`src/rtl/core/page_framebuffer_glyph_writer_top_defines.svh`:
```
// Assertion macros shared by the glyph writer top level.
`ifndef PAGE_FRAMEBUFFER_GLYPH_WRITER_TOP_DEFINES_SVH
`define PAGE_FRAMEBUFFER_GLYPH_WRITER_TOP_DEFINES_SVH

// The consequent must hold in the same cycle as the antecedent.
`define PFGW_ASSERT_SAME(label, ante, cons) \
  label: assert property (@(posedge clk) disable iff (rst) (ante) |-> (cons)) \
    else $error("pfgw: same-cycle check failed");

// The consequent must hold in the cycle after the antecedent.
`define PFGW_ASSERT_NEXT(label, ante, cons) \
  label: assert property (@(posedge clk) disable iff (rst) (ante) |=> (cons)) \
    else $error("pfgw: next-cycle check failed");

`endif

```
`src/rtl/core/pfgw_pkg.sv`:
```
package pfgw_pkg;

  localparam int DISPLAY_WIDTH  = 128;
  localparam int DISPLAY_HEIGHT = 64;
  localparam int MAX_GLYPH_BITS = 32;

  localparam int CMD_W  = 3;
  localparam int X_W    = 7;
  localparam int Y_W    = 6;
  localparam int BITS_W = 32;
  localparam int FMT_W  = 2;
  localparam int RW_W   = 6;
  localparam int IDX_W  = 10;
  localparam int BYTE_W = 8;

  localparam int PAGE_COUNT  = (DISPLAY_HEIGHT + 7) / 8;
  localparam int STORE_BYTES = DISPLAY_WIDTH * PAGE_COUNT;
  localparam int ADDR_W      = $clog2(STORE_BYTES);
  localparam int CNT_W       = $clog2(MAX_GLYPH_BITS + 1);
  localparam int PIX_IX_W    = $clog2(BITS_W);
  localparam int QUEUE_DEPTH = 2;

  localparam logic [CMD_W-1:0] CMD_CLEAR = 3'd0;
  localparam logic [CMD_W-1:0] CMD_PIXEL = 3'd1;
  localparam logic [CMD_W-1:0] CMD_GLYPH = 3'd2;
  localparam logic [CMD_W-1:0] CMD_READ  = 3'd3;
  localparam logic [CMD_W-1:0] CMD_FLUSH = 3'd4;

  localparam logic [FMT_W-1:0] FMT_8  = 2'd0;
  localparam logic [FMT_W-1:0] FMT_16 = 2'd1;
  localparam logic [FMT_W-1:0] FMT_24 = 2'd2;
  localparam logic [FMT_W-1:0] FMT_32 = 2'd3;

  localparam int OP_W = 3;
  localparam logic [OP_W-1:0] OP_NOP   = 3'd0;
  localparam logic [OP_W-1:0] OP_CLEAR = 3'd1;
  localparam logic [OP_W-1:0] OP_WRITE = 3'd2;
  localparam logic [OP_W-1:0] OP_READ  = 3'd3;
  localparam logic [OP_W-1:0] OP_FLUSH = 3'd4;

  typedef struct packed {
    logic [OP_W-1:0]   kind;
    logic              set_dirty;
    logic [ADDR_W-1:0] addr;
    logic [BYTE_W-1:0] mask;
    logic [BITS_W-1:0] pix;
    logic [CNT_W-1:0]  count;
  } op_t;

  typedef struct packed {
    logic busy;
    logic pop;
  } back_status_t;

endpackage

```
`src/rtl/core/pfgw_front.sv`:
```
module pfgw_front (
  input  logic                        in_valid,
  output logic                        in_ready,
  input  logic [pfgw_pkg::CMD_W-1:0]  command,
  input  logic [pfgw_pkg::X_W-1:0]    pos_x,
  input  logic [pfgw_pkg::Y_W-1:0]    pos_y,
  input  logic                        pixel_value,
  input  logic [pfgw_pkg::BITS_W-1:0] row_bits,
  input  logic [pfgw_pkg::FMT_W-1:0]  row_format,
  input  logic [pfgw_pkg::RW_W-1:0]   row_width,
  input  logic [pfgw_pkg::IDX_W-1:0]  read_index,
  input  logic                        q_ready,
  output logic                        push,
  output pfgw_pkg::op_t               op
);
  import pfgw_pkg::*;

  localparam int ROOM_W = $clog2(DISPLAY_WIDTH + 1);
  localparam int SH_W   = $clog2(BITS_W) + 1;

  logic [CNT_W-1:0]  w_sat;
  logic [CNT_W-1:0]  span;
  logic [ROOM_W-1:0] room;
  logic [SH_W-1:0]   sh16;
  logic [BITS_W-1:0] aligned;
  logic [BITS_W-1:0] rev;
  logic              on_disp;
  logic [ADDR_W-1:0] base;

  assign in_ready = q_ready;
  assign push     = in_valid && q_ready;

  assign on_disp = (pos_x < DISPLAY_WIDTH) && (pos_y < DISPLAY_HEIGHT);
  assign w_sat   = (row_width > MAX_GLYPH_BITS) ? CNT_W'(MAX_GLYPH_BITS) : CNT_W'(row_width);
  assign room    = ROOM_W'(DISPLAY_WIDTH) - ROOM_W'(pos_x);
  assign span    = (32'(w_sat) <= 32'(room)) ? w_sat : CNT_W'(room);
  assign sh16    = SH_W'(BITS_W) - SH_W'(w_sat);
  assign base    = ADDR_W'(pos_x) + ADDR_W'(ADDR_W'(pos_y >> 3) * ADDR_W'(DISPLAY_WIDTH));

  // The first glyph pixel is moved to the top bit, then the word is reversed.
  always_comb begin
    unique case (row_format)
      FMT_8:   aligned = BITS_W'(row_bits[7:0]) << (BITS_W - 8);
      FMT_16:  aligned = BITS_W'(row_bits[15:0]) << sh16;
      FMT_24:  aligned = BITS_W'(row_bits[23:0]) << (BITS_W - 24);
      FMT_32:  aligned = row_bits;
      default: aligned = row_bits;
    endcase
    for (int k = 0; k < BITS_W; k++) begin
      rev[k] = aligned[BITS_W-1-k];
    end
  end

  always_comb begin
    op      = '0;
    op.kind = OP_NOP;
    op.addr = base;
    op.mask = BYTE_W'(1) << pos_y[2:0];
    unique case (command)
      CMD_CLEAR: begin
        op.kind      = OP_CLEAR;
        op.set_dirty = 1'b1;
      end
      CMD_PIXEL: begin
        op.kind      = OP_WRITE;
        op.set_dirty = 1'b1;
        op.pix       = BITS_W'(pixel_value);
        op.count     = on_disp ? CNT_W'(1) : '0;
      end
      CMD_GLYPH: begin
        op.kind      = OP_WRITE;
        op.set_dirty = (w_sat != '0);
        op.pix       = rev;
        op.count     = on_disp ? span : '0;
      end
      CMD_READ: begin
        if (read_index < STORE_BYTES) begin
          op.kind = OP_READ;
          op.addr = ADDR_W'(read_index);
        end
      end
      CMD_FLUSH: begin
        op.kind = OP_FLUSH;
      end
      default: begin
        op.kind = OP_NOP;
      end
    endcase
  end

endmodule

```
`config.mk`:
```
export PLATFORM = sky130hd
export DESIGN_NAME = pfgw_front
export DESIGN_NICKNAME = d
export VERILOG_FILES = /design/src/rtl/core/page_framebuffer_glyph_writer_top_defines.svh /design/src/rtl/core/pfgw_pkg.sv /design/src/rtl/core/pfgw_front.sv
export SDC_FILE = /design/constraint.sdc
export NUM_CORES = 1
export LEC_CHECK = 0
export BUFFER_PORTS_ARGS = -buffer_cell sky130_fd_sc_hd__buf_2
export CELL_PAD_IN_SITES_DETAIL_PLACEMENT = 2
export CELL_PAD_IN_SITES_GLOBAL_PLACEMENT = 2
export CORE_MARGIN = 2
export CORE_UTILIZATION = 22
export DETAILED_ROUTE_END_ITERATION = 8
export PLACE_DENSITY = 0.85
export SYNTH_ARGS = -nofsm -noshare
export SYNTH_HDL_FRONTEND = slang
export SYNTH_SLANG_ARGS = --single-unit
```
`constraint.sdc`:
```
create_clock -name vclk -period 5.4
set_input_delay 1.62 -clock vclk [all_inputs]
set_output_delay 1.62 -clock vclk [all_outputs]
set_load 0.05 [all_outputs]
```
Word level (Yosys, flattened, before mapping)
Cells that the tools add are included.
Storage, ports and cells
  register bits: 0
  logic and storage cells: 27
  input port bits: 69
Operators by class
  multiplexer cells: 7
  add/subtract/negate cells: 3
  reduce and logical (&&, ||, !) cells: 6
  shifts and indexed selects: 2
  eq/ne operators: 7
  magnitude comparators: 2
Operator list (number)
  32-bit case mux with 4 select lines: 1
  38-bit case mux with 2 select lines: 1
  16-bit by 6-bit left shift with 32-bit output: 1
  6-bit two-way mux: 2
  3-bit case mux with 4 select lines: 1
  7-bit by 10-bit adder with 10-bit output: 1
  10-bit two-way mux: 1
  6-bit by 8-bit <= comparator with 1-bit output: 1
  1-bit by 3-bit left shift with 8-bit output (first input constant): 1
  8-bit by 7-bit subtractor with 8-bit output (first input constant): 1
  3-bit by 2-bit == test with 1-bit output (second input constant): 2
  6-bit greater-than comparator (second input constant): 1
  6-bit nonzero test: 1
  6-bit subtractor (first input constant): 1
  2-bit == test (second input constant): 2
  2-bit OR reduction: 2
  3-bit by 1-bit == test with 1-bit output (second input constant): 1
  3-bit == test (second input constant): 1
  3-bit zero test: 1
  2-bit by 1-bit == test with 1-bit output (second input constant): 1
  2-bit zero test: 1
  1-bit case mux with 2 select lines: 1
  1-bit logical AND: 1

Longest topological paths before layout
Gate-level depths: netlist (run 1).
  depth in word-level cells: 6
  gate-level depth with buffers: 14
  depth with buffers taken out: 10

Worst setup path before layout (run 1)
OpenSTA, ideal clock, no wires.
  path type: input-to-output
  start point: input port row_width[5] (netlist name)
  end point: output port op[8] (netlist name)
  data required time: 3.780 ns
  data arrival time: 4.947 ns
  buffers on the path: 5
  setup slack: -1.167 ns
  stages on the path: 13
  cell sequence: buf_6 > nor2b_1 > buf_6 > buf_4 > inv_1 > ha_1 > clkbuf_1 > inv_1 > buf_2 > or3_1 > o21ai_0 > nor2_1 > o32ai_1
RTL lines
  start: declaration: RTL line pfgw_front.sv:10  | input logic [pfgw_pkg::RW_W-1:0] row_width,
  end: declaration: RTL line pfgw_front.sv:14  | output pfgw_pkg::op_t op

==> summary.txt, run 1 <==
Status
  – Status: finished, violations left
  – Failing checks: setup timing

Power
  – Sw power: 0.341 mW
  – Clock power share: 0
  – Fraction of power spent switching nets: 0.588
  – Combinational power share: 1.000
  – Seq pwr share: 0
  – Pint: 0.238 mW
  – Pwr dens: 116 nW/um^2
  – VDD IR max: 0.0547 mV
  – Lkg Pwr: 2.15 nW

Cells and area
  – Finished Layout Cells: 708
  – Ant. Diodes: 0
  – Cell area after layout: 4980 sq um
  – Seq_cells: 0
  – Area Overhead vs Synth: 94.4%
  – FF/Latch Area: 0 sq um
  – # clk buffers: 0
  – Fraction of final layout cells sized beyond drive strength 1: 0.623
  – Final net count: 644

Die
  – Core area: 11,400 sq um
  – Row cnt: 39
  – Die area: 12,500 sq um
  – Die Ht: 112 microns
  – Io pins: 131
  – Starting Density: 0.225
  – Chip Width: 112 microns

Placed design
  – Inst Count DP: 697
  – Global placer's final weighted congestion: 0.924
  – Number of port buffers: 131
  – DP Area: 4320 sq um
  – Dpl hpwl: 12.7 mm

Routing
  – Vias per cell: 5.60
  – Residual DRC: 0
  – Total iterations of the first detailed-routing run: 4
  – Initial DRC count: 172
  – Final WL: 16.9 mm
  – Post-route ant nets: 0
  – WL per Instance: 23.9 microns
  – Via count: 3,967

Timing
  – Final Hold Viols: 0
  – Final Cycle Share: 1.01
  – RSZ-0062 raised after global routing: yes
  – Slew @ Worst Pin: 726 ps
  – Final setup vio count: 14
  – Worst setup margin: -80.4 ps
  – Hold Slack: 3540 ps
  – Final slew viol count: 0
  – Fmax: 182 MHz
  – Slew HR: 0.515
  – Min Tclk post-route: 5480 ps

Yosys
  – Synth top cells by count: nand2_1, nor2_1, mux2i_1
  – Syn_area_per_cell: 6.84 sq um
  – Cell taking the most area after synthesis: mux2i_1
  – Syn_nets: 452
  – Seq/Total Area, Yosys: 0
  – Mapped Area: 2560 sq um
  – Post-Synthesis Cells: 375
  – Most common cell in the synthesized netlist: nand2_1
  – Area contributors post-synth: mux2i_1, mux2_2, mux4_2, nand2_1, a21oi_1
  – YS warnings: 0
  – Top cell type's share of synthesized area: 0.137
  – Netlist cell types: 62

Critical path
  – Arrival @ worst endpoint: 3860 ps
  – Worst-path fanout max: 4
  – Worst setup EP type: output pin
  – WP data required: 3780 ps
  – Setup crit start kind: input pin
  – Crit Path Category: in2out

Flow run
  – Max Cap Viol: 0

Global routing
  – First-pass GRT wire length: 24.7 mm
  – Grt total ovfl: 0
  – GRT Total Usage: 0.248
  – Vias in the first global route: 4,394
  – Initial antenna violation count: 0
  – Largest net degree at the start of global routing: 27

Clock tree
  – CTS Hold Bufs: 0

Hold path
  – Hold Crit Class: in2out
[power by group through the flow]
stage	Combinational (mW)	Sequential [mW]	Clock [mW]
floorplan	0.307	0	0
global placement	0.466	0	0
detailed placement	0.489	0	0
CTS	0.528	0	0
global route	0.609	0	0
finish	0.579	0	0
[critical path, stage by stage]
cell and delay (ps):
buf_6 90, nor2b_4 120, inv_2 70, ha_4 160, or3b_1 350, a221o_1 390, nand2b_4 200, buf_6 130
nor2_4 220, a32oi_2 190, o32ai_4 130, buf_6 190
[path summary, 6_finish.rpt]
path / cells after the start / to / slack (ps) / start
worst max-delay path: 12 / op[20] / -80 / row_width[0]
worst min-delay path: 2 / in_ready / 3540 / q_ready
[layout make-up]
type	count	area [sq um]
fill	1252	6430
timing repair buffer	219	1640
multi-input combinational	338	3120
inverter	8	42.5
tap	143	179
[metal layers]
layer  vias to the layer above  part of all wire  GRT usage
met5                         -                 0          0
li1                       1786                 -          -
met2                       202              0.53      0.478
met3                        43             0.055     0.0332
met4                         0             0.044     0.0886
met1                      1936              0.37      0.275
[kinds of logic (layout without fill, tap and decap cells)]
logic type	after synthesis	after routing	share of synthesized area
AO/OA/AOI/OAI	105	105	0.262
XOR/XNOR	7	7	0.0298
adder cells (fa/ha/maj)	8	8	0.0390
buffers and inverters	37	227	0.0693
multiplexers	64	64	0.304
AND/OR/NAND/NOR	154	154	0.297
[through the flow]
step                      setup TNS (ps)  power (mW)  worst slack, ps  utilization
final                               -379       0.579            -80.4        0.437
after global placement             -2700       0.466             -224        0.378
after global routing               -1890       0.609             -140        0.437
after floorplan                     -682       0.307             -135            -
after CTS                              0       0.528             4.96        0.411
after detailed placement           -5620       0.489             -344        0.378
[layout by cell type (no fill, tap or decap), types with 12 or more instances in the layout]
master / count
buf_2: 96
buf_4: 78
nand2_1: 45
nor2_1: 31
buf_6: 31
mux2i_1: 29
a21oi_1: 22
mux2_2: 19
o21ai_0: 12
[repair_timing]
item                                    in CTS  in global routing
endpoints found under the setup margin      36                 31
setup buffers                                5                  7
gates resized for setup                     87                 62
pin swaps                                   17                 18
No activity file was read; power rests on OpenSTA's default activity.
==> run 2: changes to the inputs <==
--- a/config.mk
+++ b/config.mk
@@ -6,10 +6,10 @@
 export NUM_CORES = 1
 export LEC_CHECK = 0
 export BUFFER_PORTS_ARGS = -buffer_cell sky130_fd_sc_hd__buf_2
-export CELL_PAD_IN_SITES_DETAIL_PLACEMENT = 2
-export CELL_PAD_IN_SITES_GLOBAL_PLACEMENT = 2
+export CELL_PAD_IN_SITES_DETAIL_PLACEMENT = 0
+export CELL_PAD_IN_SITES_GLOBAL_PLACEMENT = 1
 export CORE_MARGIN = 2
-export CORE_UTILIZATION = 22
+export CORE_UTILIZATION = 29
 export DETAILED_ROUTE_END_ITERATION = 8
 export PLACE_DENSITY = 0.85
 export SYNTH_ARGS = -nofsm -noshare
==> summary.txt, run 2 (synthesis gave the netlist of run 1 again) <==
Routing
  – Initial DRC count: 170 (-1.2%)
  – Post-route ant nets: 0 (unchanged)
  – Via count: 3,851 (-2.9%)
  – Met2 routed WL: 6.39 mm (-28%)
  – WL per Instance: 18.9 microns (-21%)
  – Final WL: 12.7 mm (-25%)
  – Total iterations of the first detailed-routing run: 5 (+1)
  – Met3 wire length: 1.12 mm (+20%)
  – Top Layer Used: met4
  – Vias per cell: 5.71 (+2.0%)
  – DRT met1 WL: 4.59 mm (-27%)
  – Residual DRC: 0 (unchanged)

Cells and area
  – Commonest non-fill, non-tap cell in the layout: buf_2
  – Final net count: 645 (+0.16%)
  – Fraction of final layout cells sized beyond drive strength 1: 0.610 (-0.0135)
  – Area Overhead vs Synth: 89.7%
  – # clk buffers: 0 (unchanged)
  – Seq_cells: 0 (unchanged)
  – FILL cells: 822 (-34%)
  – Cell area after layout: 4860 sq um (-2.5%)
  – Ant. Diodes: 0 (unchanged)
  – Most frequent cells in the layout: buf_2, buf_4, nand2_1, nor2_1, buf_6
  – FF/Latch Area: 0 sq um (unchanged)

Global routing
  – GRT Total Usage: 0.250 (+0.00175)
  – Grt total ovfl: 0 (unchanged)
  – Vias in the first global route: 3,839 (-13%)
  – Initial antenna violation count: 0 (unchanged)
  – Largest net degree at the start of global routing: 27 (unchanged)
  – First-pass GRT wire length: 19.8 mm (-20%)

Hold path
  – Worst hold stages: 2 (unchanged)
  – Hold Crit Class: in2out
  – Hold Path Sink: in_ready
  – Hold path start: q_ready

Flow run
  – Max Cap Viol: 0 (unchanged)

Power
  – Pwr Total: 0.553 mW (-4.5%)
  – Pwr dens: 114 nW/um^2 (-2.1%)
  – Lkg Pwr: 2.17 nW (+0.73%)
  – VDD IR max: 0.0601 mV (+9.9%)

Timing
  – Min Tclk post-route: 5420 ps (-56.2 ps)
  – Fmax: 184 MHz (+1.0%)
  – Final slew viol count: 0 (unchanged)
  – Final setup vio count: 1 (-13)
  – Final Hold Viols: 0 (unchanged)
  – Setup_tns: -24.3 ps (+355 ps)
  – RSZ-0062 raised after global routing: yes
  – Slew @ Worst Pin: 505 ps (-221 ps)
  – Hold Slack: 3540 ps (-0.130 ps)
  – Slew HR: 0.663 (+0.148)
  – Final Cycle Share: 1.00 (-0.0104)
  – Worst setup margin: -24.3 ps (+56.2 ps)

Placed design
  – Setup WS pre-CTS: -277 ps (+67.0 ps)
  – Global placer's final weighted congestion: 0.967 (+4.6%)
  – Dpl hpwl: 10.1 mm (-21%)
  – Number of port buffers: 131 (unchanged)
  – DP Area: 4260 sq um (-1.4%)

Status
  – Failing checks: setup timing
  – Status: finished, violations left

Critical path
  – Arrival @ worst endpoint: 3800 ps (-60 ps)
  – Setup crit start kind: input pin
  – Worst setup EP type: output pin
  – Start point of the critical path: row_width[0]
  – WP data required: 3780 ps (about the same)
  – Crit Path Category: in2out
  – Worst-path fanout max: 5 (+1)

Die
  – Chip Width: 98.0 microns (-12%)
  – Die area: 9610 sq um (-23%)
  – Starting Density: 0.297 (+0.0723)
  – Io pins: 131 (unchanged)
  – Die Ht: 98.0 microns (-12%)
  – Row cnt: 34 (-13%)
  – Core area: 8640 sq um (-24%)

Clock tree
  – CTS Hold Bufs: 0 (unchanged)
[run 2: what timing repair did]
item,4_1_cts,5_1_grt
endpoints found under the setup margin,32,36
gates cloned,0,1
resized for setup,64,78
pin swaps,11,29
buffers inserted,2,8
[run 2: layout make-up]
class,instances,area (sq um),area share
inverters,8,40.0,0.00823
well taps,108,135,0.0278
repair buffers,220,1610,0.331
multi-input cells,338,3080,0.633
[run 2: stage by stage]
step,util,instances
floorplan,-,375
global placement,0.493,664
detailed placement,0.493,664
CTS,0.521,665
global route,0.563,674
finish,0.563,674
[run 2: worst max path at each step]
stage          slack [ps]  cells past startpoint     end
2_1_floorplan        -130                     11  op[10]
4_1_cts               -50                     13  op[16]
3_5_place_dp         -280                     13   op[1]
6_report              -20                     13  op[16]
3_3_place_gp         -200                     13   op[1]
5_1_grt               -90                     13  op[16]
[run 2: critical path, stage by stage]
cell	delay, ps
buf_6	90
nor2b_4	120
inv_2	70
ha_4	170
or3b_1	350
a221o_1	360
buf_6	150
buf_12	120
nand3_4	80
or4_4	130
o21ai_2	50
a221o_2	330
buf_8	160
[run 2: layer usage]
| layer | vias up | GRT usage |
|---|---|---|
| met5 | - | 0 |
| met2 | 226 | 0.453 |
| met3 | 48 | 0.0351 |
| met4 | 0 | 0.0962 |
| li1 | 1798 | - |
| met1 | 1779 | 0.296 |
[run 2: power by group]
group / total, mW / internal, mW / switching (mW) / leakage, nW
Sequential: 0 / 0 / 0 / 0
Combinational: 0.553 / 0.238 / 0.315 / 2.17
Clock: 0 / 0 / 0 / 0
Total: 0.553 / 0.238 / 0.315 / 2.17
