**config.mk**
```make
export PLATFORM = sky130hd
export DESIGN_NAME = pfgw_queue
export DESIGN_NICKNAME = d
export VERILOG_FILES = /design/src/rtl/core/page_framebuffer_glyph_writer_top_defines.svh /design/src/rtl/core/pfgw_pkg.sv /design/src/rtl/core/pfgw_queue.sv
export SDC_FILE = /design/constraint.sdc
export NUM_CORES = 1
export LEC_CHECK = 0
export BUFFER_PORTS_ARGS = -buffer_cell sky130_fd_sc_hd__buf_2
export CELL_PAD_IN_SITES_DETAIL_PLACEMENT = 1
export CELL_PAD_IN_SITES_GLOBAL_PLACEMENT = 1
export CORE_ASPECT_RATIO = 0.5
export CORE_MARGIN = 2
export CORE_UTILIZATION = 30
export DETAILED_ROUTE_END_ITERATION = 10
export GPL_TIMING_DRIVEN = 0
export PLACE_DENSITY_LB_ADDON = 0.1
export SETUP_SLACK_MARGIN = 0.02
export SLEW_MARGIN = 5
export SYNTH_ARGS = -nofsm -noshare
export SYNTH_HDL_FRONTEND = slang
export SYNTH_SLANG_ARGS = --single-unit
```
**constraint.sdc**
```tcl
create_clock -name clk -period 3.6 [get_ports clk]
set_input_delay 0.54 -clock clk [delete_from_list [all_inputs] [get_ports clk]]
set_output_delay 0.54 -clock clk [all_outputs]
set_load 0.01 [all_outputs]
```
**src/rtl/core/page_framebuffer_glyph_writer_top_defines.svh**
```systemverilog
// Assertion macros shared by the glyph writer top level.
`ifndef PAGE_FRAMEBUFFER_GLYPH_WRITER_TOP_DEFINES_SVH
`define PAGE_FRAMEBUFFER_GLYPH_WRITER_TOP_DEFINES_SVH

// The consequent must hold in the same cycle as the antecedent.
`define PFGW_ASSERT_SAME(label, ante, cons) \
  label: assert property (@(posedge clk) disable iff (rst) (ante) |-> (cons)) \
    else $error("pfgw: same-cycle check failed");

// The consequent must hold in the cycle after the antecedent.
`define PFGW_ASSERT_NEXT(label, ante, cons) \
  label: assert property (@(posedge clk) disable iff (rst) (ante) |=> (cons)) \
    else $error("pfgw: next-cycle check failed");

`endif

```
**src/rtl/core/pfgw_pkg.sv**
```systemverilog
package pfgw_pkg;

  localparam int DISPLAY_WIDTH  = 128;
  localparam int DISPLAY_HEIGHT = 64;
  localparam int MAX_GLYPH_BITS = 32;

  localparam int CMD_W  = 3;
  localparam int X_W    = 7;
  localparam int Y_W    = 6;
  localparam int BITS_W = 32;
  localparam int FMT_W  = 2;
  localparam int RW_W   = 6;
  localparam int IDX_W  = 10;
  localparam int BYTE_W = 8;

  localparam int PAGE_COUNT  = (DISPLAY_HEIGHT + 7) / 8;
  localparam int STORE_BYTES = DISPLAY_WIDTH * PAGE_COUNT;
  localparam int ADDR_W      = $clog2(STORE_BYTES);
  localparam int CNT_W       = $clog2(MAX_GLYPH_BITS + 1);
  localparam int PIX_IX_W    = $clog2(BITS_W);
  localparam int QUEUE_DEPTH = 2;

  localparam logic [CMD_W-1:0] CMD_CLEAR = 3'd0;
  localparam logic [CMD_W-1:0] CMD_PIXEL = 3'd1;
  localparam logic [CMD_W-1:0] CMD_GLYPH = 3'd2;
  localparam logic [CMD_W-1:0] CMD_READ  = 3'd3;
  localparam logic [CMD_W-1:0] CMD_FLUSH = 3'd4;

  localparam logic [FMT_W-1:0] FMT_8  = 2'd0;
  localparam logic [FMT_W-1:0] FMT_16 = 2'd1;
  localparam logic [FMT_W-1:0] FMT_24 = 2'd2;
  localparam logic [FMT_W-1:0] FMT_32 = 2'd3;

  localparam int OP_W = 3;
  localparam logic [OP_W-1:0] OP_NOP   = 3'd0;
  localparam logic [OP_W-1:0] OP_CLEAR = 3'd1;
  localparam logic [OP_W-1:0] OP_WRITE = 3'd2;
  localparam logic [OP_W-1:0] OP_READ  = 3'd3;
  localparam logic [OP_W-1:0] OP_FLUSH = 3'd4;

  typedef struct packed {
    logic [OP_W-1:0]   kind;
    logic              set_dirty;
    logic [ADDR_W-1:0] addr;
    logic [BYTE_W-1:0] mask;
    logic [BITS_W-1:0] pix;
    logic [CNT_W-1:0]  count;
  } op_t;

  typedef struct packed {
    logic busy;
    logic pop;
  } back_status_t;

endpackage

```
**src/rtl/core/pfgw_queue.sv**
```systemverilog
module pfgw_queue (
  input  logic          clk,
  input  logic          rst,
  input  logic          push,
  input  pfgw_pkg::op_t push_op,
  output logic          ready,
  output logic          valid,
  input  logic          pop,
  output pfgw_pkg::op_t head
);
  import pfgw_pkg::*;

  localparam int QP_W = $clog2(QUEUE_DEPTH);
  localparam int QC_W = $clog2(QUEUE_DEPTH + 1);

  op_t             slots [QUEUE_DEPTH];
  logic [QP_W-1:0] wr_ptr;
  logic [QP_W-1:0] rd_ptr;
  logic [QC_W-1:0] count;

  assign ready = !rst && (count != QC_W'(QUEUE_DEPTH));
  assign valid = (count != '0);
  assign head  = slots[rd_ptr];

  always_ff @(posedge clk) begin
    if (push) begin
      slots[wr_ptr] <= push_op;
    end
  end

  always_ff @(posedge clk) begin
    if (rst) begin
      wr_ptr <= '0;
      rd_ptr <= '0;
      count  <= '0;
    end else begin
      if (push) begin
        wr_ptr <= (wr_ptr == QP_W'(QUEUE_DEPTH - 1)) ? '0 : wr_ptr + 1'b1;
      end
      if (pop) begin
        rd_ptr <= (rd_ptr == QP_W'(QUEUE_DEPTH - 1)) ? '0 : rd_ptr + 1'b1;
      end
      if (push && !pop) begin
        count <= count + 1'b1;
      end else if (pop && !push) begin
        count <= count - 1'b1;
      end
    end
  end

endmodule

```
; After elaboration in Yosys (flattened, before gate mapping)
; Memories as Yosys holds them, arrays and structs flattened. A register that Yosys moved wholly into a read port is not among the register bits.
; Index checks and enable logic that the tools add are counted.
[totals]
reg_bits = 4
mem_bits_rw = 120
inputBits = 64
wordCells = 25
memories = 1
[memory_table]
columns = name, words, width, read_ports, rd_clocked_by_memory_dff, wr, line_no
row1 = slots, 2, 60, 1, 1, 1, pfgw_queue.sv:16  ; op_t slots [QUEUE_DEPTH];
[classes]
addsub = 4
n_eq_ne = 1
n_mux = 8
reduce_logical = 8
[op_table]
columns = op, n
row1 = 2-to-1 mux 1 bit, 6
row2 = 2-to-1 mux 2 bit, 2
row3 = nonzero test 2 bit, 2
row4 = logical AND 1 bit, 3
row5 = logical NOT 1 bit, 3
row6 = adder 1 bit (second input constant), 2
row7 = adder 2 x 1 -> 2 bit (second input constant), 1
row8 = inequality test 2 bit (second input constant), 1
row9 = subtractor 2 x 1 -> 2 bit (second input constant), 1

; Longest topological paths before layout
; Gate-level depths: netlist (run 1).
[logic_depth]
depth_word = 4
depth_mapped = 5
depth_no_buf = 5

; Worst setup path before layout (run 1)
; No wires, ideal clock.
[synth_timing]
kind = input-to-reg
startpoint = in push
endpoint = mem slots[0][0] (netlist name) (enable)
setup_ps = 485
t_arrival_ps = 3184
required_ps = 3115
slack_ps = -69
cell_stages = 1
path_cell_list = nor2b_1
[synth_between]
elab_chain_cells = 2
[synth_rtl]
columns = item, line_no
row1 = start: declaration, pfgw_queue.sv:4  ; input logic push,
row2 = 2-to-1 mux 1 bit, pfgw_queue.sv:26  ; if (push) begin
row3 = 2-to-1 mux 1 bit (implied by the code), pfgw_queue.sv:27  ; slots[wr_ptr] <= push_op;
row4 = end: declaration, pfgw_queue.sv:16
; Every way passes these cells.

==> flow_summary_export.csv, run 1 <==
group,metric,value,unit
status,run_status,"finished, final reports clean",
routing,drc_violations_left,0,
clocking,postCtsResizedCells,0,
floorplanning,fp.coreArea,0.0146,mm2
sta,min_period_over_period,61.6,%
final_layout,stdcell_count,567,
pwr,fin_total_pwr,3860,uW
routing,drt_iter0_markers,91,
pwr,p_leak,0.00229,uW
worst_setup_path,cp_endpoint_kind,"output port",
routing,wire_per_inst,15.8,um
min_path,hold_path.class,"in -> reg",
clocking,cts_tree,"built",
clocking,cts_made_buffers,17,
floorplanning,die_outline_height,90.8,um
routing,wirelength,8.97,mm
floorplanning,design.die.area,0.0161,mm2
placement,place.gp.congestion,0.670,
floorplanning,fp-row-count,31,
placement,dp_hpwl,6.00,mm
pwr,power_density,636,mW/mm2
sta,final_max_slew_viol_count,0,
sta,hold_viol,0,
final_layout,final_nets,421,
global_route,grt_overflow_total,0,
synthesis,netlist_instances,210,
clocking,clkSinkCount,125,
global_route,grt_start_max_net_pins,61,
worst_setup_path,timing.critical_path.from_type,"register",
job,cap_violations,0,
synthesis,async_sr_flop_fraction,0,%
clocking,clk_transition_reported_paths,0.06,ns
sta,timing.fmax,451,MHz
sta,timing.slew.headroom,42.8,%
global_route,grt_antenna_before_repair,0,
sta,setup-violations-final,0,
synthesis,syn_area_per_cell,21.5,um2
floorplanning,initial_utilization,31.0,%
floorplanning,die-width,178,um
sta,grt_setup_unrepaired,"false",
pwr,worst_ir_drop_vdd,0.245,mV
clocking,clkLatencyLatePin,0.39,ns
sta,totalNegativeSetupSlack,0,ns
global_route,grt_pass1_vias,2683,
routing,met2WireLength,4.58,mm
placement,dpl.cell_count,535,
routing,wl_met1,3.81,mm
sta,fin_worst_skew,0.00834,ns
routing,via_count,2392,
synthesis,synthesis.area,0.00452,mm2
worst_setup_path,critical_path_class,"reg -> out",
routing,detail_route.vias_per_cell,4.22,
global_route,gr-usage-all-layers,11.8,%
synthesis,syn_nets,275,
synthesis,top_reg_cell_synth,"edfxtp_1",
routing,drtPass1Iterations,4,
synthesis,synth_warnings,0,
global_route,grt_pass1_wl,14.2,mm
synthesis,seq_area_frac_synth,81.9,%
clocking,number_of_hold_buffers_added_after_cts,0,
final_layout,n_diodes,0,
worst_setup_path,critical_path.max_fanout,10,
synthesis,number_of_distinct_library_cells_after_synthesis,15,
sta,min_period,2.22,ns
final_layout,area_delta_synth_final,34.3,%
placement,port_buffers,125,
synthesis,synth_edf_count,120,
final_layout,drive_gt1_share,61.2,%
clocking,cts.path.max_buffers,2,
routing,met3WireLength,480,um
synthesis,ys_ff_latch,125,
routing,ant_nets,0,
clocking,clock_tree.root_cell,"clkbuf_16",
clocking,htree_levels,4,
routing,routed.top_layer,"met4",
clocking,cts_post_setup_buffers_inserted,0,
sta,max_slew.worst_pin.slew,0.859,ns
floorplanning,ioPinCount,126,
worst_setup_path,worstPathArrival,1.68,ns
worst_setup_path,crit_required,3.06,ns
final_layout,postLayoutCoreUtil,41.7,%
-- cells in the final DEF (no fill, tap or decap), types with 2 or more instances in the layout --
cell type	n
xnor2_1	2
inv_1	2
dfxtp_1	5
clkinvlp_4	4
bufinv_16	4
inv_6	3
clkbuf_16	17
clkbuf_1	2
nor2_1	4
xor2_1	2
edfxtp_1	120
a21oi_1	2
mux2_2	60
buf_2	132
-- flip-flops by register name (all words and copies together), names as in the netlist, named ones only --
signal and count:
count 2, rd_ptr 1, slots 120, wr_ptr 1
-- final timing paths --
check,endpoint,slack (ns),from,cells after the start
setup / recovery,head[17],1.38,register,4
hold / removal,slots[0][34],0.33,push_op[34],1
setup reg to reg,slots[1][26],2.03,wr_ptr,1
hold reg to reg,register,0.53,rd_ptr,2
-- metrics by stage --
stage / worst slack, ns / hold WS, ns / instance area (um2)
floorplan: 1.05 / 0.461 / 4530
CTS: 1.32 / 0.311 / 6080
detailed placement: 1.74 / 0.526 / 5460
finish: 1.38 / 0.331 / 6080
global placement: -0.0828 / 0.489 / 5400
global route: 1.24 / 0.308 / 6080
-- Yosys cell counts, types with 2 or more instances --
library cell / count / area (um2)
a21oi_1: 2 / 10.0
dfxtp_1: 5 / 100
mux2_2: 60 / 676
nor2_1: 4 / 15.0
xnor2_1: 2 / 17.5
buf_2: 7 / 35.0
edfxtp_1: 120 / 3600
xor2_1: 2 / 17.5
inv_1: 2 / 7.51
-- layer usage --
metal	global-route usage, %	vias up
li1	-	1121
met1	13.8	1200
met2	20.1	62
met3	3.87	9
met4	4.37	0
met5	0	-
-- critical path: stages, from the launching register on --
cell and delay [ns]:
dfxtp_1 0.30, buf_2 0.18, buf_2 0.29, mux2_2 0.38
buf_2 0.14
-- area by class of cell --
cell class	count	area, um2
inverter	2	7.51
fill	1471	8510
sequential	125	3700
buffer	7	35.0
clock buffer	19	433
clock inverter	13	189
tap	198	248
multi-input combinational	76	788
timing repair buffer	127	673
-- power by group --
part	switching, uW	internal (uW)	leakage [uW]
clock	617	1160	0.000288
combinational	189	173	0.000832
sequential	23.1	1700	0.00117
-- logic make-up after synthesis --
family / share of synthesized area [%]
XOR/XNOR: 0.774
flip-flops: 81.9
adder cells (fa/ha/maj): 0.277
AND/OR/NAND/NOR: 0.885
AO/OA/AOI/OAI: 0.332
buffers and inverters: 0.940
multiplexers: 14.9
No activity file was read; power rests on OpenSTA's default activity.
==> run 2, diff against run 1 <==
==> constraint.sdc (replaced) <==
create_clock -name clk -period 2.15 [get_ports clk]
set_input_delay 0.3225 -clock clk [delete_from_list [all_inputs] [get_ports clk]]
set_output_delay 0.3225 -clock clk [all_outputs]
set_load 0.01 [all_outputs]
==> run 2 against run 1 <==
  * Design area increased by 0.31%
  * Setup slack got worse by 1.2 ns
  * Sequential power increased by 67%
  * Sequential cell count unchanged
  * Cell count unchanged
  * Power increased by 68%
  * Die area unchanged
==> flow_summary_export.csv, run 2 (same netlist as run 1, synthesis figures left out) <==
group,metric,value,unit
worst_setup_path,critical_path.max_fanout,10,
final_layout,multi_input_logic_area,788,um2
placement,place.gp.congestion,0.659,
floorplanning,fp-row-count,31,
final_layout,layout_commonest_cell,"buf_2",
worst_setup_path,crit_required,1.83,ns
final_layout,final_nets,421,
pwr,power_density,1070,mW/mm2
worst_setup_path,critical_path_class,"reg -> out",
final_layout,area_delta_synth_final,34.7,%
sta,grt_setup_unrepaired,"true",
worst_setup_path,worstPathArrival,1.69,ns
clocking,clk_transition_reported_paths,0.06,ns
clocking,postCtsResizedCells,0,
floorplanning,fp.coreArea,0.0146,mm2
final_layout,stdcell_count,567,
final_layout,largest_register_ff_count,120,
floorplanning,ioPinCount,126,
routing,drt_iter0_markers,101,
final_layout,n_diodes,0,
placement,dp_hpwl,5.75,mm
min_path,hold-path-cell-count,1,
global_route,grt_pass1_vias,2714,
global_route,grt_antenna_before_repair,0,
clocking,number_of_hold_buffers_added_after_cts,0,
global_route,grt_pass1_wl,14.0,mm
global_route,grt_start_max_net_pins,61,
global_route,gr-usage-all-layers,11.7,%
final_layout,fillerInstances,1452,
routing,ant_nets,0,
sta,totalNegativeSetupSlack,0,ns
clocking,clkSinkCount,125,
min_path,hold_path_startpoint,"push_op[53]",
floorplanning,initial_utilization,31.0,%
final_layout,drive_gt1_share,62.1,%
placement,port_buffers,125,
sta,fin_worst_skew,0.00624,ns
clocking,cts_post_setup_buffers_inserted,0,
placement,dpl.cell_count,535,
final_layout,finalInstanceArea,0.00610,mm2
routing,detail_route.vias_per_cell,4.20,
min_path,hold_path.class,"in -> reg",
pwr,worst_ir_drop_vdd,0.395,mV
clocking,cts_tree,"built",
sta,timing.fmax,496,MHz
clocking,cts.path.max_buffers,2,
worst_setup_path,worst_case_register_to_register_setup_slack,0.48,ns
sta,fin_ws,0.135,ns
final_layout,layout_common_cells,"buf_2 (130), edfxtp_1 (120), mux2_2 (60)",
routing,drc_violations_left,0,
pwr,p_leak,0.00230,uW
clocking,htree_levels,4,
final_layout,biggestRegsByFlops,"slots (120), count (2)",
routing,via_count,2380,
worst_setup_path,cp_endpoint_kind,"output port",
placement,placed_area,0.00546,mm2
floorplanning,die_outline_height,90.8,um
final_layout,top_register,"slots",
sta,hold_viol,0,
sta,max_slew.worst_pin.slew,0.890,ns
floorplanning,design.die.area,0.0161,mm2
routing,wirelength,8.83,mm
min_path,min_delay_worst_endpoint,"slots[0][53]",
sta,timing.slew.headroom,40.7,%
status,run_status,"finished, final reports clean",
clocking,cts_made_buffers,17,
clocking,clkLatencyLatePin,0.39,ns
sta,final_max_slew_viol_count,0,
routing,drtPass1Iterations,4,
final_layout,register_area,0.00370,mm2
sta,whs,0.109,ns
sta,min_period_over_period,93.7,%
worst_setup_path,timing.critical_path.from_type,"register",
routing,wire_per_inst,15.6,um
sta,min_period,2.02,ns
job,cap_violations,0,
sta,setup-violations-final,0,
clocking,clock_tree.root_cell,"clkbuf_16",
worst_setup_path,regToRegStartpoint,"wr_ptr",
worst_setup_path,worstRegToRegCells,3,
global_route,grt_overflow_total,0,
worst_setup_path,r2r_end,"slots[0][3]",
placement,place_worst_setup_slack,0.243,ns
floorplanning,die-width,178,um
[run 2: changes by cell type in the layout (fill, tap and decap cells not counted), sizes merged]
cell    change
buf         -2
bufinv      -1
clkbuf      +4
clkinv      -1
[run 2: power by group]
part | switching (uW) | internal (uW)
Sequential | 36.6 | 2840
Combinational | 315 | 291
Clock | 1060 | 1960
[run 2: worst max-delay path, cell delays in order (launching register included)]
cell and delay, ns:
dfxtp_1 0.30, buf_2 0.19, buf_2 0.28, mux2_2 0.37, buf_2 0.14
[run 2: cell type report]
type                    instances  area share (%)
well taps                     198            4.06
clock buffers                  21            7.88
repair buffers                127            11.0
flip-flops and latches        125            60.8
inverters                       2           0.123
plain buffers                   7           0.657
multi-input cells              76            12.9
clock inverters                11            2.55
[run 2: worst max path at each step]
stage               startpoint            to  slack (ns)  depth (start not counted)
global placement          push   slots[0][0]       -0.22                          2
global route          register      head[20]        0.02                          4
finish                register      head[24]        0.13                          4
CTS                   register      head[52]        0.06                          4
detailed placement        push  slots[0][27]        0.24                          4
floorplan                 push   slots[0][0]        0.48                          1
[run 2: per-stage QoR]
step | power (uW) | utilization, %
final | 6500 | 41.8
after global routing | 6790 | 41.8
after CTS | 6610 | 41.8
after detailed placement | 3550 | 37.4
after global placement | 3510 | 37.1
after floorplan | 3260 | -
[run 2: layer usage]
metal	share of wire, %	wire [um]	track usage [%]	up-vias
met4	0.84	74	3.69	0
li1	-	-	-	1118
met1	40	3540	13.1	1189
met5	0	0	0	-
met2	54	4740	20.6	64
met3	5.3	472	4.17	9
==> run 3, diff against run 2 <==
--- a/config.mk
+++ b/config.mk
@@ -8,7 +8,7 @@
 export BUFFER_PORTS_ARGS = -buffer_cell sky130_fd_sc_hd__buf_2
 export CELL_PAD_IN_SITES_DETAIL_PLACEMENT = 1
 export CELL_PAD_IN_SITES_GLOBAL_PLACEMENT = 1
-export CORE_ASPECT_RATIO = 0.5
+export CORE_ASPECT_RATIO = 2
 export CORE_MARGIN = 2
 export CORE_UTILIZATION = 30
 export DETAILED_ROUTE_END_ITERATION = 10
==> run 3 against run 2 <==
  * Design area fell by 1.6%
  * Non-clock buffer count rose by 1
  * Sequential power barely moved
  * Core utilization fell by 1.3 points
  * Setup slack improved by 0.0034 ns
  * Sequential cell count did not move
  * Fmax rose by 0.17%
  * Count of clock-buffer cells in the layout rose by 3
  * Die area did not move
  * Combinational power rose by 0.7%
  * Global-route usage rose by 0.51 points
  * First-iteration DRC count fell by 31%
  * Largest cell class unchanged
  * Largest power group is now registers
==> flow_summary_export.csv, run 3 (same netlist as run 1, synthesis figures left out) <==
group,metric,value,unit
status,run_status,"finished, final reports clean",
pwr,power_density,1000,mW/mm2
placement,dp_hpwl,6.10,mm
sta,whs,0.102,ns
final_layout,top_register,"slots",
final_layout,layout_commonest_cell,"buf_2",
final_layout,largest_register_ff_count,120,
global_route,grt_start_max_net_pins,50,
worst_setup_path,critical-path-max-stage-delay,0.38,ns
sta,timing.fmax,497,MHz
routing,drtPass1Iterations,4,
sta,setup-violations-final,0,
global_route,grt_overflow_total,0,
clocking,cts_post_setup_buffers_inserted,0,
clocking,postCtsResizedCells,0,
floorplanning,fp-row-count,63,
sta,final_max_slew_viol_count,0,
final_layout,drive_gt1_share,61.1,%
sta,totalNegativeSetupSlack,0,ns
worst_setup_path,critical_path.max_fanout,10,
clocking,clkSinkCount,125,
final_layout,n_diodes,0,
routing,drt_iter0_markers,70,
pwr,worst_ir_drop_vdd,0.567,mV
clocking,clock_tree.root_cell,"clkbuf_16",
min_path,hold-path-cell-count,1,
sta,hold_viol,0,
global_route,grt_antenna_before_repair,0,
job,cap_violations,0,
floorplanning,ioPinCount,126,
clocking,cts_made_buffers,17,
sta,timing.slew.headroom,65.3,%
worst_setup_path,worstPathArrival,1.69,ns
routing,via_count,2393,
worst_setup_path,crit_required,1.83,ns
routing,ant_nets,0,
worst_setup_path,crit_family,"buffers and inverters",
clocking,clk_transition_reported_paths,0.06,ns
routing,detail_route.vias_per_cell,4.24,
worst_setup_path,cp_endpoint_kind,"output port",
global_route,grt_pass1_wl,14.2,mm
sta,min_period_over_period,93.6,%
sta,max_slew.worst_pin.slew,0.519,ns
pwr,p_leak,0.00227,uW
worst_setup_path,timing.critical_path.depth,4,
floorplanning,initial_utilization,30.5,%
final_layout,fillerInstances,1588,
floorplanning,die-width,90.8,um
sta,fin_worst_skew,0.00664,ns
final_layout,layout_common_cells,"buf_2 (132), edfxtp_1 (120), mux2_2 (60)",
routing,drc_violations_left,0,
global_route,gr-usage-all-layers,12.2,%
worst_setup_path,critical_path_class,"reg -> out",
routing,wirelength,9.07,mm
final_layout,register_area,0.00370,mm2
placement,place.gp.congestion,0.646,
floorplanning,die_outline_height,178,um
floorplanning,fp.coreArea,0.0148,mm2
worst_setup_path,worstRegToRegCells,3,
worst_setup_path,timing.critical_path.from_type,"register",
clocking,htree_levels,4,
placement,port_buffers,125,
final_layout,stdcell_count,565,
worst_setup_path,cp_slowest_cell,"mux2_2",
final_layout,biggestRegsByFlops,"slots (120), count (2)",
sta,grt_setup_unrepaired,"false",
sta,min_period,2.01,ns
final_layout,final_nets,422,
clocking,clkLatencyLatePin,0.40,ns
min_path,hold_path.class,"in -> reg",
worst_setup_path,worst_case_register_to_register_setup_slack,0.57,ns
worst_setup_path,timing.critical_path.cells,"buf_2, buf_2, mux2_2, buf_2",
placement,dpl.cell_count,533,
clocking,cts.path.max_buffers,2,
global_route,grt_pass1_vias,2662,
final_layout,multi_input_logic_area,788,um2
clocking,cts_tree,"built",
clocking,number_of_hold_buffers_added_after_cts,0,
final_layout,area_delta_synth_final,32.5,%
worst_setup_path,path_common_cell,"buf_2",
worst_setup_path,critical_path_buf_inv_count,3,
routing,wire_per_inst,16.0,um
floorplanning,design.die.area,0.0161,mm2
-- run 3: layer usage --
metal / global-route usage [%] / vias to the layer above / part of all wire, %
met2: 22.4 / 80 / 57
met1: 11.6 / 1179 / 34
met5: 0 / - / 0
li1: - / 1120 / -
met4: 7.01 / 0 / 2.4
met3: 4.08 / 14 / 5.8
-- run 3: worst register-to-register path: cells and delay by family (launching register included) --
family	cells	cell delay, ns
buf+inv	2	0.46
flops	1	0.35
simple gates	1	0.45
-- run 3: final timing paths --
check,start,to
min,push_op[3],slots[1][3]
max,register,head[10]
min reg2reg,rd_ptr,rd_ptr
max reg2reg,wr_ptr,slots[0][9]
-- run 3: layout make-up --
cell class              count  area share [%]
well taps                 195            4.07
plain buffers               7           0.584
clock inverters             8           0.710
flip-flops and latches    125            61.8
inverters                   2           0.125
clock buffers              24            8.03
multi-input cells          76            13.1
repair buffers            128            11.6
-- run 3: report_power, final --
part / switching [uW] / internal, uW / leakage, uW
clock network: 973 / 1550 / 0.000263
logic: 317 / 293 / 0.000841
registers: 36.5 / 2840 / 0.00117
total: 1330 / 4680 / 0.00227
-- run 3: through the flow --
stage	power, uW	util (%)	instance area (um2)	setup WS [ns]
after CTS	6130	40.5	6000	0.0662
after floorplan	3260	-	4530	0.485
after global routing	6260	40.5	6000	0.0237
after global placement	3520	36.5	5400	-0.314
after detailed placement	3560	36.9	5470	0.364
final	6010	40.5	6000	0.138
